<file path="src/ulrb_pkg.sv">
// Package of the serial receive line buffer.
// Holds ring sizes, byte codes and request codes; depends on nothing.
`timescale 1ns / 1ps
`default_nettype none

package ulrb_pkg;

  // Ring of bytes, a power of two; holds at most RING_DEPTH - 1 bytes.
  localparam int unsigned RING_DEPTH = 32;
  localparam int unsigned IDX_W = $clog2(RING_DEPTH);

  // A line read yields at most MAX_RESULTS transactions, the terminator included.
  localparam int unsigned MAX_RESULTS = 32;
  localparam int unsigned CNT_W = $clog2(MAX_RESULTS);
  localparam logic [CNT_W-1:0] LAST_CNT = CNT_W'(MAX_RESULTS - 2);

  localparam logic [7:0] BYTE_NUL = 8'h00;
  localparam logic [7:0] BYTE_LF = 8'h0A;
  localparam logic [7:0] BYTE_CR = 8'h0D;

  typedef enum logic [1:0] {
    REQ_RX_BYTE   = 2'd0,
    REQ_READ_BYTE = 2'd1,
    REQ_READ_LINE = 2'd2
  } req_e;

endpackage

`default_nettype wire

</file>
<file path="src/ulrb_ram.sv">
// Generic simple dual-port RAM with one write port and one registered read port.
// Stands alone; read data updates only when a read is enabled.
`timescale 1ns / 1ps
`default_nettype none

module ulrb_ram #(
  parameter int unsigned DATA_W = 8,
  parameter int unsigned DEPTH = 32,
  localparam int unsigned ADDR_W = $clog2(DEPTH)
) (
  input  wire logic              clk_i,
  input  wire logic              we_i,
  input  wire logic [ADDR_W-1:0] waddr_i,
  input  wire logic [DATA_W-1:0] wdata_i,
  input  wire logic              re_i,
  input  wire logic [ADDR_W-1:0] raddr_i,
  output logic      [DATA_W-1:0] rdata_o
);

  logic [DATA_W-1:0] mem_q [DEPTH];
  logic [DATA_W-1:0] rdata_q;

  always_ff @(posedge clk_i) begin
    if (we_i) begin
      mem_q[waddr_i] <= wdata_i;
    end
    if (re_i) begin
      rdata_q <= mem_q[raddr_i];
    end
  end

  assign rdata_o = rdata_q;

endmodule

`default_nettype wire

</file>
<file path="src/uart_line_receive_buffer.sv">
// Top level of the serial receive line buffer: sequencer, indices, line count
// and output register around one ring RAM. Depends on ulrb_pkg and ulrb_ram.
//
//  Channel   Dir  Handshake               Payload
//  s_axis    in   s_axis_tvalid/tready    tuser = req_type, tdata = rx_byte
//  m_axis    out  m_axis_tvalid/tready    tdata = data_byte, lines_pending;
//                                         tuser = data_valid; tlast = last_of_run
//
// A received byte, an empty byte read, a line read with no complete line and an
// unknown request are answered straight from idle. A byte read from a non-empty
// ring waits in BYTE_WAIT because the ring RAM has a registered read port. A line
// read issues the first RAM read, then emits the bytes one by one and finally the
// terminator. Reset clears the indices and the line count, so the ring starts
// empty; the RAM contents need no clearing. A stall on the output side holds
// the sequencer in place, with the pending RAM read data kept in the RAM's
// output register.
`timescale 1ns / 1ps
`default_nettype none

module uart_line_receive_buffer (
  input  wire logic                  clk_i,
  input  wire logic                  rst_ni,
  // Request channel.
  input  wire logic                  s_axis_tvalid_i,
  output logic                       s_axis_tready_o,
  input  wire logic [7:0]            s_axis_tdata_i,   // [7:0] rx_byte
  input  wire logic [1:0]            s_axis_tuser_i,   // [1:0] req_type
  // Result channel.
  output logic                       m_axis_tvalid_o,
  input  wire logic                  m_axis_tready_i,
  output logic      [15:0]           m_axis_tdata_o,   // [7:0] data_byte, [15:8] lines_pending
  output logic                       m_axis_tuser_o,   // [0] data_valid
  output logic                       m_axis_tlast_o    // last_of_run
);

  import ulrb_pkg::*;

  // The sequencer waits in BYTE_WAIT or LINE_WAIT for data from the RAM and
  // in TERM to emit a line terminator.
  typedef enum logic [1:0] {
    ST_IDLE,
    ST_BYTE_WAIT,
    ST_LINE_WAIT,
    ST_TERM
  } state_e;

  state_e           state_q, state_d;
  logic [IDX_W-1:0] wr_idx_q, wr_idx_d;
  logic [IDX_W-1:0] rd_idx_q, rd_idx_d;
  logic [7:0]       line_cnt_q, line_cnt_d;
  logic [CNT_W-1:0] n_q, n_d;

  // Output register.
  logic             out_valid_q, out_valid_d;
  logic [7:0]       out_byte_q, out_byte_d;
  logic             out_flag_q, out_flag_d;
  logic             out_last_q, out_last_d;
  logic [7:0]       out_lines_q, out_lines_d;

  logic             out_free;
  logic             out_load;
  logic             in_fire;
  logic [IDX_W-1:0] wr_next;
  logic [7:0]       rx_byte;
  req_e             req;

  // RAM port signals.
  logic             ram_we;
  logic             ram_re;
  logic [7:0]       ram_rdata;

  assign out_free        = !out_valid_q || m_axis_tready_i;
  assign s_axis_tready_o = (state_q == ST_IDLE) && out_free;
  assign in_fire         = s_axis_tvalid_i && s_axis_tready_o;
  assign rx_byte         = s_axis_tdata_i;
  assign req             = req_e'(s_axis_tuser_i);
  assign wr_next         = wr_idx_q + IDX_W'(1);

  ulrb_ram #(
    .DATA_W(8),
    .DEPTH (RING_DEPTH)
  ) u_ring (
    .clk_i  (clk_i),
    .we_i   (ram_we),
    .waddr_i(wr_next),
    .wdata_i(rx_byte),
    .re_i   (ram_re),
    .raddr_i(rd_idx_q + IDX_W'(1)),
    .rdata_o(ram_rdata)
  );

  always_comb begin
    state_d    = state_q;
    wr_idx_d   = wr_idx_q;
    rd_idx_d   = rd_idx_q;
    line_cnt_d = line_cnt_q;
    n_d        = n_q;
    ram_we     = 1'b0;
    ram_re     = 1'b0;
    out_load   = 1'b0;
    out_byte_d = BYTE_NUL;
    out_flag_d = 1'b0;
    out_last_d = 1'b1;

    unique case (state_q)
      ST_IDLE: begin
        if (in_fire) begin
          case (req)
            REQ_RX_BYTE: begin
              // A byte arriving at a full ring flushes the ring and is lost.
              if (wr_next == rd_idx_q) begin
                wr_idx_d = rd_idx_q;
              end else if (rx_byte != BYTE_NUL && rx_byte != BYTE_LF) begin
                if (rx_byte == BYTE_CR) begin
                  line_cnt_d = line_cnt_q + 8'd1;
                end
                wr_idx_d = wr_next;
                ram_we   = 1'b1;
              end
              out_load = 1'b1;
            end
            REQ_READ_BYTE: begin
              if (rd_idx_q == wr_idx_q) begin
                out_load = 1'b1;
              end else begin
                ram_re   = 1'b1;
                rd_idx_d = rd_idx_q + IDX_W'(1);
                state_d  = ST_BYTE_WAIT;
              end
            end
            REQ_READ_LINE: begin
              if (line_cnt_q == 8'd0) begin
                out_load = 1'b1;
              end else if (rd_idx_q == wr_idx_q) begin
                state_d = ST_TERM;
              end else begin
                ram_re   = 1'b1;
                rd_idx_d = rd_idx_q + IDX_W'(1);
                n_d      = '0;
                state_d  = ST_LINE_WAIT;
              end
            end
            default: begin
              out_load = 1'b1;
            end
          endcase
        end
      end
      ST_BYTE_WAIT: begin
        if (out_free) begin
          out_load   = 1'b1;
          out_byte_d = ram_rdata;
          out_flag_d = 1'b1;
          state_d    = ST_IDLE;
        end
      end
      ST_LINE_WAIT: begin
        if (out_free) begin
          out_load   = 1'b1;
          out_flag_d = 1'b1;
          if (ram_rdata == BYTE_CR) begin
            // The carriage return is consumed and the terminator takes its place.
            line_cnt_d = line_cnt_q - 8'd1;
            state_d    = ST_IDLE;
          end else begin
            out_byte_d = ram_rdata;
            out_last_d = 1'b0;
            n_d        = n_q + CNT_W'(1);
            if (n_q != LAST_CNT && rd_idx_q != wr_idx_q) begin
              ram_re   = 1'b1;
              rd_idx_d = rd_idx_q + IDX_W'(1);
            end else begin
              state_d = ST_TERM;
            end
          end
        end
      end
      ST_TERM: begin
        if (out_free) begin
          out_load   = 1'b1;
          out_flag_d = 1'b1;
          line_cnt_d = line_cnt_q - 8'd1;
          state_d    = ST_IDLE;
        end
      end
      default: begin
        state_d = ST_IDLE;
      end
    endcase

    out_lines_d = line_cnt_d;
    out_valid_d = (out_valid_q && !m_axis_tready_i) || out_load;
  end

  always_ff @(posedge clk_i or negedge rst_ni) begin
    if (!rst_ni) begin
      state_q     <= ST_IDLE;
      wr_idx_q    <= '0;
      rd_idx_q    <= '0;
      line_cnt_q  <= '0;
      n_q         <= '0;
      out_valid_q <= 1'b0;
      out_byte_q  <= '0;
      out_flag_q  <= 1'b0;
      out_last_q  <= 1'b0;
      out_lines_q <= '0;
    end else begin
      state_q     <= state_d;
      wr_idx_q    <= wr_idx_d;
      rd_idx_q    <= rd_idx_d;
      line_cnt_q  <= line_cnt_d;
      n_q         <= n_d;
      out_valid_q <= out_valid_d;
      if (out_load) begin
        out_byte_q  <= out_byte_d;
        out_flag_q  <= out_flag_d;
        out_last_q  <= out_last_d;
        out_lines_q <= out_lines_d;
      end
    end
  end

  assign m_axis_tvalid_o = out_valid_q;
  assign m_axis_tdata_o  = {out_lines_q, out_byte_q};
  assign m_axis_tuser_o  = out_flag_q;
  assign m_axis_tlast_o  = out_last_q;

  // The ring is written only while a request is being taken.
  assert property (@(posedge clk_i) disable iff (!rst_ni)
    ram_we |-> (state_q == ST_IDLE))
    else $error("ring write outside idle");

  // A RAM read is issued only for a non-empty ring.
  assert property (@(posedge clk_i) disable iff (!rst_ni)
    ram_re |-> (rd_idx_q != wr_idx_q))
    else $error("ring read from an empty ring");

  // A new result never overwrites one that has not been taken.
  assert property (@(posedge clk_i) disable iff (!rst_ni)
    out_load |-> out_free)
    else $error("output register overwritten");

  // A line read never emits more bytes than one run allows.
  assert property (@(posedge clk_i) disable iff (!rst_ni)
    (state_q == ST_LINE_WAIT) |-> (n_q <= LAST_CNT))
    else $error("line run exceeds its result limit");

endmodule

`default_nettype wire
</file>
<file path="config.mk">
export PLATFORM = sky130hd
export DESIGN_NAME = uart_line_receive_buffer
export DESIGN_NICKNAME = d
export VERILOG_FILES = /design/src/ulrb_pkg.sv /design/src/ulrb_ram.sv /design/src/uart_line_receive_buffer.sv
export SDC_FILE = /design/constraint.sdc
export NUM_CORES = 1
export LEC_CHECK = 0
export BUFFER_PORTS_ARGS = -buffer_cell sky130_fd_sc_hd__buf_2
export CAP_MARGIN = 5
export CORE_MARGIN = 2
export CORE_UTILIZATION = 52
export CTS_CLUSTER_DIAMETER = 50
export DETAILED_ROUTE_END_ITERATION = 16
export PLACE_DENSITY = 0.68
export SYNTH_ARGS = -nofsm -noshare
export SYNTH_HDL_FRONTEND = slang
export SYNTH_HIERARCHICAL = 1
export SYNTH_SLANG_ARGS = --single-unit
</file>
<file path="constraint.sdc">
create_clock -name clk_i -period 7.26 [get_ports clk_i]
set_clock_uncertainty 0.15 [all_clocks]
set_input_delay 0.363 -clock clk_i [delete_from_list [all_inputs] [get_ports clk_i]]
set_output_delay 0.363 -clock clk_i [all_outputs]
set_load 0.01 [all_outputs]
</file>
=== Word-level counts from Yosys, hierarchy flattened ===
Memory sizes are Yosys's and may differ from the RTL's. A register that Yosys moved wholly into a read port is not among the register bits.
Cells that the tools add are included.

* Register bits after elaboration: 44
* Memory bits (writable): 256
* Input port bits: 14
* Logic and storage cells: 126
* Memories kept: 1

{| class="wikitable"
|+ Memory list
! name !! depth !! bits a word !! rd ports !! clocked after memory_dff !! wr ports !! line !! text
|-
| u_ring.mem_q || 32 || 8 || 1 || 1 || 1 || ulrb_ram.sv:20 || <nowiki>logic [DATA_W-1:0] mem_q [DEPTH];</nowiki>
|}

* Add/sub/neg operators: 5
* Eq/ne operators: 24
* Muxes and demuxes: 65
* Reduce and logical (&&, ||, !) cells: 21

{| class="wikitable"
|+ Operators by type and width
! cell !! count
|-
| $mux W8 || 11
|-
| $mux W5 || 14
|-
| $pmux W5 S2 || 3
|-
| $pmux W8 S3 || 1
|-
| $mux W1 || 22
|-
| $reduce_and A7 Y1 || 3
|-
| $eq A8 B4 Y1 const B || 2
|-
| $pmux W8 S2 || 1
|-
| $add A5 B1 Y5 const B || 3
|-
| $mux W2 || 7
|-
| $ne A2 B2 Y1 const B || 6
|-
| $eq A5 B5 Y1 || 2
|-
| $ne A3 B3 Y1 const B || 3
|-
| $add A8 B1 Y8 const B || 1
|-
| $logic_not A8 Y1 || 1
|-
| $ne A8 B4 Y1 const B || 1
|-
| $pmux W1 S2 || 4
|-
| $reduce_bool A8 Y1 || 1
|-
| $sub A8 B1 Y8 const B || 1
|-
| $eq A2 B2 Y1 const B || 3
|-
| $pmux W2 S3 || 1
|-
| $logic_and A1 B1 Y1 || 5
|-
| $ne A5 B5 Y1 || 1
|-
| $ne A5 B5 Y1 const B || 1
|-
| other kinds (11) || 17
|}

=== Longest topological paths before layout ===
Gate-level depths: netlist of the first run.

* Word-level depth: 9
* Mapped depth: 10
* Depth with buffers taken out: 8

=== Cells and area by module ===
Netlist of the first run, hierarchy kept.

{| class="wikitable"
|+ Modules (own cells, without submodules)
! module !! instances !! cells each !! area an instance (µm²) !! seq. area each (µm²)
|-
| ulrb_ram || 1 || 417 || 10133.5 || 7927.6
|-
| uart_line_receive_buffer || 1 || 364 || 3181.8 || 1101.1
|}

=== Least setup slack after synthesis of the first run ===
Ideal clock, no wire load.

* Path kind: register to register
* Start: register rd_idx_q[2]
* End: memory u_ring.mem_q[28][0] (enable)
* Setup time: 0.370 ns
* Arrival time: 2.649 ns
* Required time: 6.740 ns
* Setup slack: 4.091 ns
* Cell stages (with the launch flop): 10
* Path buffers: 2
* Period minus slack after synthesis: 3.169 ns
* Cells stage by stage: dfrtp_1 -> clkbuf_1 -> nor2b_1 -> o21a_1 -> o21ai_1 -> nor2_1 -> nor3_1 -> or3b_2 -> clkbuf_1 -> nor2_1

* Cells in the longest elaborated chain, start to end: 7

{| class="wikitable"
|+ Ends and longest elaborated chain
! item !! line !! text
|-
| start: declaration || uart_line_receive_buffer.sv:49 || <nowiki>logic [IDX_W-1:0] rd_idx_q, rd_idx_d;</nowiki>
|-
| start signal: assignment || uart_line_receive_buffer.sv:210 || <nowiki>rd_idx_q <= rd_idx_d;</nowiki>
|-
| $eq A5 B5 Y1 || uart_line_receive_buffer.sv:111 || <nowiki>if (wr_next == rd_idx_q) begin</nowiki>
|-
| $mux W1 || uart_line_receive_buffer.sv:111 ||
|-
| $mux W1 || uart_line_receive_buffer.sv:108 || <nowiki>case (req)</nowiki>
|-
| $mux W1 || uart_line_receive_buffer.sv:107 || <nowiki>if (in_fire) begin</nowiki>
|-
| $mux W1 || uart_line_receive_buffer.sv:105 || <nowiki>unique case (state_q)</nowiki>
|-
| named net ram_we || uart_line_receive_buffer.sv:68 || <nowiki>logic ram_we;</nowiki>
|-
| $mux W1 || ulrb_ram.sv:24 || <nowiki>if (we_i) begin</nowiki>
|-
| $mux W1 (implied by the code) || ulrb_ram.sv:25 || <nowiki>mem_q[waddr_i] <= wdata_i;</nowiki>
|-
| end: declaration || ulrb_ram.sv:20 ||
|}

The timed path passes the listed nets, and every way through them passes these cells.

=== Worst setup path in the final report of the first run ===
* Start: register state_q[0]
* End: memory u_ring.mem_q[12][5] (enable)

* Cells in the longest elaborated chain, start to end: 7

{| class="wikitable"
|+ Ends and longest elaborated chain
! item !! line !! text
|-
| start: declaration || uart_line_receive_buffer.sv:47 || <nowiki>state_e state_q, state_d;</nowiki>
|-
| start signal: assignment || uart_line_receive_buffer.sv:208 || <nowiki>state_q <= state_d;</nowiki>
|-
| $logic_not A2 Y1 (*) || uart_line_receive_buffer.sv:73, uart_line_receive_buffer.sv:105 ||
|-
| $logic_and A1 B1 Y1 || uart_line_receive_buffer.sv:73 || <nowiki>assign s_axis_tready_o = (state_q == ST_IDLE) && out_free;</nowiki>
|-
| $logic_and A1 B1 Y1 || uart_line_receive_buffer.sv:74 || <nowiki>assign in_fire = s_axis_tvalid_i && s_axis_tready_o;</nowiki>
|-
| $mux W1 || uart_line_receive_buffer.sv:107 ||
|-
| $mux W1 (*) || uart_line_receive_buffer.sv:105 ||
|-
| named net ram_we || uart_line_receive_buffer.sv:68 ||
|-
| $mux W1 (*) || ulrb_ram.sv:24 ||
|-
| $mux W1 (implied by the code) (*) || ulrb_ram.sv:25 ||
|}

The timed path passes the listed nets; every way through them passes the cells marked *.

==> run_results.csv, run 1 <==
group,metric,value,unit
logic_synthesis,synthAdderAreaFrac,0.0122,
worst_hold_path,hold_end,"u_ring/mem_q[28][2]$_DFFE_PP_",
worst_hold_path,hold_depth,2,
sta,fin_crit,3.79,ns
sta,fmax,0.264,GHz
cts,clk_latency,0.50,ns
place,numPortBuffers,33,
sta,hold_viol,0,
final_layout,multi_input_area,3970,µm²
final_layout,area_growth,11.6,%
final_layout,fin_area,14900,µm²
final_layout,drive_gt1_frac,0.243,
cts,path_clk_slew,0.06,ns
setup_path,reg2reg_depth,7,
place,place_ws,3.50,ns
power_and_ir_drop,pwr-share-clk,0.279,
die,pin_count,34,
worst_hold_path,hold_start,"s_axis_tdata_i[2]",
run,maxCapViolations,0,
route,drtIter0Drc,1037,
sta,grt_setup_unrepaired,"false",
logic_synthesis,synth_edf_count,264,
power_and_ir_drop,netSwitchingPower,0.00199,W
logic_synthesis,synthFlopType,"edfxtp_1",
die,dieArea,26900,µm²
setup_path,rr_endpoint,"u_ring/mem_q[12][5]$_DFFE_PP_",
place,placed_area,13700,µm²
global_routing,overflow,0,
power_and_ir_drop,ir_worst_vdd,240,µV
die,core_area,25200,µm²
global_routing,grt_antenna_before_repair,0,
logic_synthesis,synth_compound_area_frac,0.0472,
cts,post_cts_buffers,0,
outcome,status,"finished, final reports clean",
setup_path,critical_path_depth,7,
power_and_ir_drop,p_per_area,412,nW/µm²
sta,setup_viol_count_final,0,
final_layout,seqCellArea,9030,µm²
logic_synthesis,ys_top_cells_by_area,"edfxtp_1 60%, mux4_2 14%, dfrtp_1 8.3%",
global_routing,grt_pass1_vias,7325,
final_layout,n_fill_cell,1866,
logic_synthesis,synth_warnings,6,
setup_path,path_max_fanout,19,
setup_path,r2r_slack,3.47,ns
final_layout,antenna_cells,0,
die,die_y,164,µm
logic_synthesis,yosysTopAreaCellShare,0.595,
cts,cts_made_buffers,35,
setup_path,path_buf_inv,1,
setup_path,crit_required,7.24,ns
route,wl_per_cell,24.8,µm
power_and_ir_drop,power.leakage,4.92,nW
route,drc,0,
worst_hold_path,min_path_type,"in2reg",
setup_path,critical_path.cell_chain,"inv_1 > ha_1 > and2_1 > nand3_1 > nor3_1 > or3b_2 > nor2_1",
logic_synthesis,synth.area.mux_share,0.148,
logic_synthesis,syn_avg_cell_area,17.0,µm²
logic_synthesis,synth_common_cells,"264 x edfxtp_1, 80 x mux4_2, 63 x nor2_1, 44 x dfrtp_1",
route,firstDrtPassIters,5,
final_layout,final_core_utilization,0.590,
cts,clockBufferDepth,3,
setup_path,setup.worst_path.class,"reg2reg",
global_routing,grtUsageTotal,0.225,
logic_synthesis,yosys_register_bits,308,
setup_path,crit_path_max_incr_delay,0.66,ns
power_and_ir_drop,p_seq_frac,0.359,
logic_synthesis,yosys.area.top_type,"edfxtp_1",
sta,setup_ws,3.47,ns
sta,whs,0.279,ns
logic_synthesis,ys_seq_area_frac,0.678,
logic_synthesis,synthesis.area,13300,µm²
logic_synthesis,syn_inst,781,
logic_synthesis,synth_simple_gate_area_frac,0.0735,
sta,setup_tns,0,ns
sta,slew_viol_final,0,
logic_synthesis,synth.distinct_cells,76,
cts,cts-root-buf,"clkbuf_16",
global_routing,grt_pass1_wl,44900,µm
route,ant_nets,0,
die,die_x,164,µm
setup_path,cpMaxStageDelayCell,"nor2_1",
cts,postCtsResizedCells,0,
cts,htreeDepth,2,
logic_synthesis,syn_nets,808,
die,initial_core_util,0.529,
sta,slew-limit-headroom,0.256,
logic_synthesis,async_flop_share,0.143,
setup_path,crit_path_start_kind,"register",
logic_synthesis,synth_top_family_by_area,"multiplexers",
setup_path,cp_top_family,"simple AND/OR/NAND/NOR gates",
final_layout,nets,846,
die,rows,58,
logic_synthesis,synth.most_common_cell,"edfxtp_1",
route,routed_wl,29100,µm
cts,cts_tree,"done",
setup_path,r2r-start,"state_q[0]$_DFFE_PN0P_",
place,hpwlAfterDp,18400,µm
sta,period_share,0.522,
route,viasPerCell,6.30,
sta,worst_pin_slew,1.12,ns
power_and_ir_drop,p_int,0.00413,W
place,finalWeightedCongestion,0.912,
setup_path,arrival,3.77,ns
setup_path,cp-end-kind,"register",
power_and_ir_drop,p_comb_frac,0.362,
cts,cts.sinks,308,
route,vias,7385,
power_and_ir_drop,swShare,0.325,
logic_synthesis,synth_xor_area_frac,0.0158,
global_routing,grt_max_degree,65,
final cells by class:
cell class | count | area share
clock buffer | 39 | 0.0600
clock inverter | 22 | 0.0154
inverter | 23 | 0.00598
multi-input combinational | 409 | 0.267
sequential | 308 | 0.608
tap | 330 | 0.0278
timing repair buffer | 42 | 0.0158
power by group through the flow:
| stage | combinational, W | sequential [W] | clock (W) |
|---|---|---|---|
| final | 0.00222 | 0.00220 | 0.00171 |
| after CTS | 0.00221 | 0.00220 | 0.00174 |
| after floorplan | 0.00169 | 0.00220 | 0 |
| after global placement | 0.00217 | 0.00222 | 0 |
| after global routing | 0.00237 | 0.00222 | 0.00181 |
| after detailed placement | 0.00220 | 0.00223 | 0 |
logic make-up (layout without fill, tap and decap cells):
logic type | Yosys count | count (layout)
adder cells (fa/ha/maj) | 13 | 13
XOR/XNOR | 24 | 24
AND/OR/NAND/NOR | 187 | 187
multiplexers | 95 | 95
flip-flops | 308 | 308
buffers and inverters | 64 | 126
AO/OA/AOI/OAI | 90 | 90
flip-flops by register name, indices dropped and copies added, names as in the netlist:
signal,cells
u_ring/rdata_o,8
n_q,5
m_axis_tuser_o,1
m_axis_tvalid_o,1
rd_idx_q,5
m_axis_tlast_o,1
line_cnt_q,8
out_lines_q,8
out_byte_q,8
state_q,2
wr_idx_q,5
u_ring/mem_q,256
worst max-delay path by stage:
stage | to | slack, ns | from
floorplan | u_ring/mem_q[28][0]$_DFFE_PP_ | 4.09 | rd_idx_q[2]$_DFFE_PN0P_
global placement | u_ring/mem_q[12][7]$_DFFE_PP_ | 3.66 | state_q[0]$_DFFE_PN0P_
detailed placement | u_ring/mem_q[3][0]$_DFFE_PP_ | 3.50 | state_q[0]$_DFFE_PN0P_
CTS | u_ring/mem_q[5][6]$_DFFE_PP_ | 3.51 | state_q[0]$_DFFE_PN0P_
global route | u_ring/mem_q[30][4]$_DFFE_PP_ | 3.22 | state_q[0]$_DFFE_PN0P_
finish | u_ring/mem_q[12][5]$_DFFE_PP_ | 3.47 | state_q[0]$_DFFE_PN0P_
metal layers:
metal	global-route usage	share of wire	up-vias
met1	0.336	0.43	3842
li1	-	-	3174
met2	0.355	0.48	324
met5	0	0	-
met4	0.0550	0.017	0
met3	0.0336	0.068	45
timing repair:
action                                  4_1_cts  5_1_grt
endpoints found under the setup margin        0        0
hold endpoints to repair                     44        0
hold buffers                                  1        0
stage by stage:
stage	cells	total power, W
finish	1173	0.00612
global route	1173	0.00639
CTS	1173	0.00615
detailed placement	1111	0.00443
global placement	1111	0.00439
floorplan	781	0.00388
cell usage in the layout, fill, tap and decap left out, types with 8 or more instances in the layout:
cell type	Yosys	layout
mux2_2	10	10
inv_1	23	22
mux4_2	80	80
dfrtp_1	44	44
clkbuf_16	0	35
edfxtp_1	264	264
buf_2	4	33
nand2_1	28	28
buf_4	6	8
a31oi_1	8	8
nor3_1	8	8
a21oi_1	12	12
o211ai_1	8	8
xnor2_1	19	19
nand3_1	28	28
nand3b_1	8	8
ha_1	13	13
nor2_1	63	63
o21ai_1	14	14
No activity file was read; power rests on OpenSTA's default activity.
==> inputs of run 2 (changes only) <==
--- a/config.mk
+++ b/config.mk
@@ -11,7 +11,7 @@
 export CORE_UTILIZATION = 52
 export CTS_CLUSTER_DIAMETER = 50
 export DETAILED_ROUTE_END_ITERATION = 16
-export PLACE_DENSITY = 0.68
+export PLACE_DENSITY = 0.71
 export SYNTH_ARGS = -nofsm -noshare
 export SYNTH_HDL_FRONTEND = slang
 export SYNTH_HIERARCHICAL = 1
==> constraint.sdc (replaced) <==
create_clock -name clk_i -period 3.3 [get_ports clk_i]
set_clock_uncertainty 0.15 [all_clocks]
set_input_delay 0.165 -clock clk_i [delete_from_list [all_inputs] [get_ports clk_i]]
set_output_delay 0.165 -clock clk_i [all_outputs]
set_load 0.01 [all_outputs]
==> run 2 against run 1 <==
Effect of this change:
- combinational power grew 140%
- global-route usage grew 0.32 points
- flip-flop and latch count is the same
- critical path depth grew 2
- critical endpoint is now u_ring/mem_q[12][1]$_DFFE_PP_
==> run_results.csv, run 2 (synthesis results as in run 1) <==
group,metric,value,unit
final_layout,nets,886,
final_layout,top_register,"u_ring/mem_q",
final_layout,final_core_utilization,0.606,
final_layout,most-common-layout-cells,"264 x edfxtp_1, 80 x mux4_2, 53 x nor2_1",
cts,cts_tree,"done",
route,wl_per_cell,24.4,µm
outcome,status,"finished, final reports clean",
place,finalWeightedCongestion,0.940,
sta,worst_pin_slew,0.999,ns
cts,clk_latency,0.50,ns
place,hpwlAfterDp,20300,µm
global_routing,grt_antenna_before_repair,0,
power_and_ir_drop,power.leakage,5.17,nW
route,drtIter0Drc,994,
setup_path,crit_required,3.36,ns
setup_path,cp-end-kind,"register",
cts,cts_made_buffers,35,
die,core_area,25200,µm²
global_routing,grt_max_degree,45,
cts,htreeDepth,2,
sta,period_share,0.946,
route,drc,0,
setup_path,r2r-start,"wr_idx_q[0]$_DFFE_PN0P_",
die,initial_core_util,0.529,
sta,whs,0.0607,ns
global_routing,grtUsageTotal,0.229,
die,die_x,164,µm
route,ant_nets,0,
global_routing,overflow,0,
route,vias,7565,
sta,slew_viol_final,0,
cts,clockBufferDepth,3,
cts,post_cts_buffers,0,
die,pin_count,34,
final_layout,drive_gt1_frac,0.292,
setup_path,setup.worst_path.class,"reg2reg",
worst_hold_path,hold_start,"s_axis_tdata_i[5]",
worst_hold_path,min_path_type,"in2reg",
sta,setup_viol_count_final,0,
setup_path,arrival,3.18,ns
sta,fin_crit,3.12,ns
final_layout,mostFrequentLayoutCell,"edfxtp_1",
setup_path,crit_path_start_kind,"register",
global_routing,grt_pass1_vias,7664,
final_layout,area_growth,14.6,%
setup_path,path_max_fanout,8,
final_layout,largest_reg_flops,256,
cts,path_clk_slew,0.06,ns
die,die_y,164,µm
sta,grt_setup_unrepaired,"true",
place,numPortBuffers,33,
sta,hold_viol,0,
power_and_ir_drop,p_per_area,910,nW/µm²
route,routed_wl,29600,µm
sta,fmax,0.320,GHz
power_and_ir_drop,ir_worst_vdd,490,µV
die,rows,58,
route,firstDrtPassIters,6,
route,viasPerCell,6.22,
setup_path,critPathLaunch,"wr_idx_q[0]$_DFFE_PN0P_",
cts,cts-root-buf,"clkbuf_16",
run,maxCapViolations,0,
global_routing,grt_pass1_wl,45600,µm
cts,cts.sinks,308,
sta,slew-limit-headroom,0.334,
final_layout,antenna_cells,0,
die,dieArea,26900,µm²
## run 2: changes by cell type in the layout (fill, tap and decap cells not counted), moves of 2 or more
| cell | before | now |
|---|---|---|
| dlygate4sd3_1 | 1 | 3 |
| nor2_2 | 0 | 10 |
| clkbuf_1 | 4 | 6 |
| nor2_1 | 63 | 53 |
| buf_4 | 8 | 42 |
| clkinv_2 | 5 | 9 |
| buf_12 | 0 | 4 |
| clkinvlp_4 | 2 | 0 |
| clkinv_1 | 7 | 2 |
## run 2: final cells by class
cell class	count	area [µm²]
Sequential cell	308	9030
Multi-Input combinational cell	409	3990
Inverter	23	88.8
Clock buffer	43	937
Clock inverter	21	214
Tap cell	330	413
Timing Repair Buffer	82	591
Fill cell	1784	9920
## run 2: worst max-delay path: stages (launching register included)
cell and delay [ns]:
dfrtp_1 0.44, ha_1 0.31, nand3_1 0.16, o21bai_1 0.11, o21ai_1 0.12, nor2_1 0.09, nor3_1 0.44, or3b_2 0.63
nor2_1 0.20, buf_4 0.18
## run 2: through the flow
| step | area (µm²) | setup TNS [ns] | total power, W | cells | setup slack [ns] |
|---|---|---|---|---|---|
| finish | 15300 | 0 | 0.0139 | 1216 | 0.179 |
| global route | 15300 | -0.0340 | 0.0145 | 1216 | -0.00390 |
| CTS | 15200 | 0 | 0.0140 | 1216 | 0.144 |
| detailed placement | 14100 | 0 | 0.0101 | 1149 | 0.168 |
| global placement | 14100 | 0 | 0.0100 | 1149 | 0.229 |
| floorplan | 13300 | 0 | 0.00854 | 781 | 0.131 |
## run 2: final timing paths
| path | endpoint | slack [ns] | cells after the start |
|---|---|---|---|
| setup reg to reg | u_ring/mem_q[12][1]$_DFFE_PP_ | 0.18 | 9 |
| min in group asynchronous | out_byte_q[0]$_DFFE_PN0P_ | 0.23 | 2 |
| hold reg to reg | m_axis_tuser_o$_DFFE_PN0P_ | 0.36 | 1 |
| setup / recovery | u_ring/mem_q[12][1]$_DFFE_PP_ | 0.18 | 9 |
| max in group asynchronous | n_q[3]$_DFFE_PN0P_ | 2.15 | 2 |
| hold / removal | u_ring/mem_q[6][5]$_DFFE_PP_ | 0.06 | 2 |
## run 2: timing repair
item	4_1_cts	5_1_grt
hold endpoints to repair	55	0
hold buffers	3	0
gates resized for setup	0	10
endpoints found under the setup margin	0	74
## run 2: where the power goes
group / switching, W / leakage, nW / total (W) / internal, W
Sequential: 0.000262 / 2.94 / 0.00481 / 0.00455
Combinational: 0.00280 / 1.66 / 0.00529 / 0.00250
Clock: 0.00150 / 0.574 / 0.00379 / 0.00229
Total: 0.00456 / 5.17 / 0.0139 / 0.00933
## run 2: routing by layer
metal  routed length [µm]  global-route usage  up-vias
met5                    0                   0        -
met4                  548              0.0494        0
met3                 2190              0.0364       46
met2                14900               0.387      366
met1                12000               0.317     3891
li1                     -                   -     3262
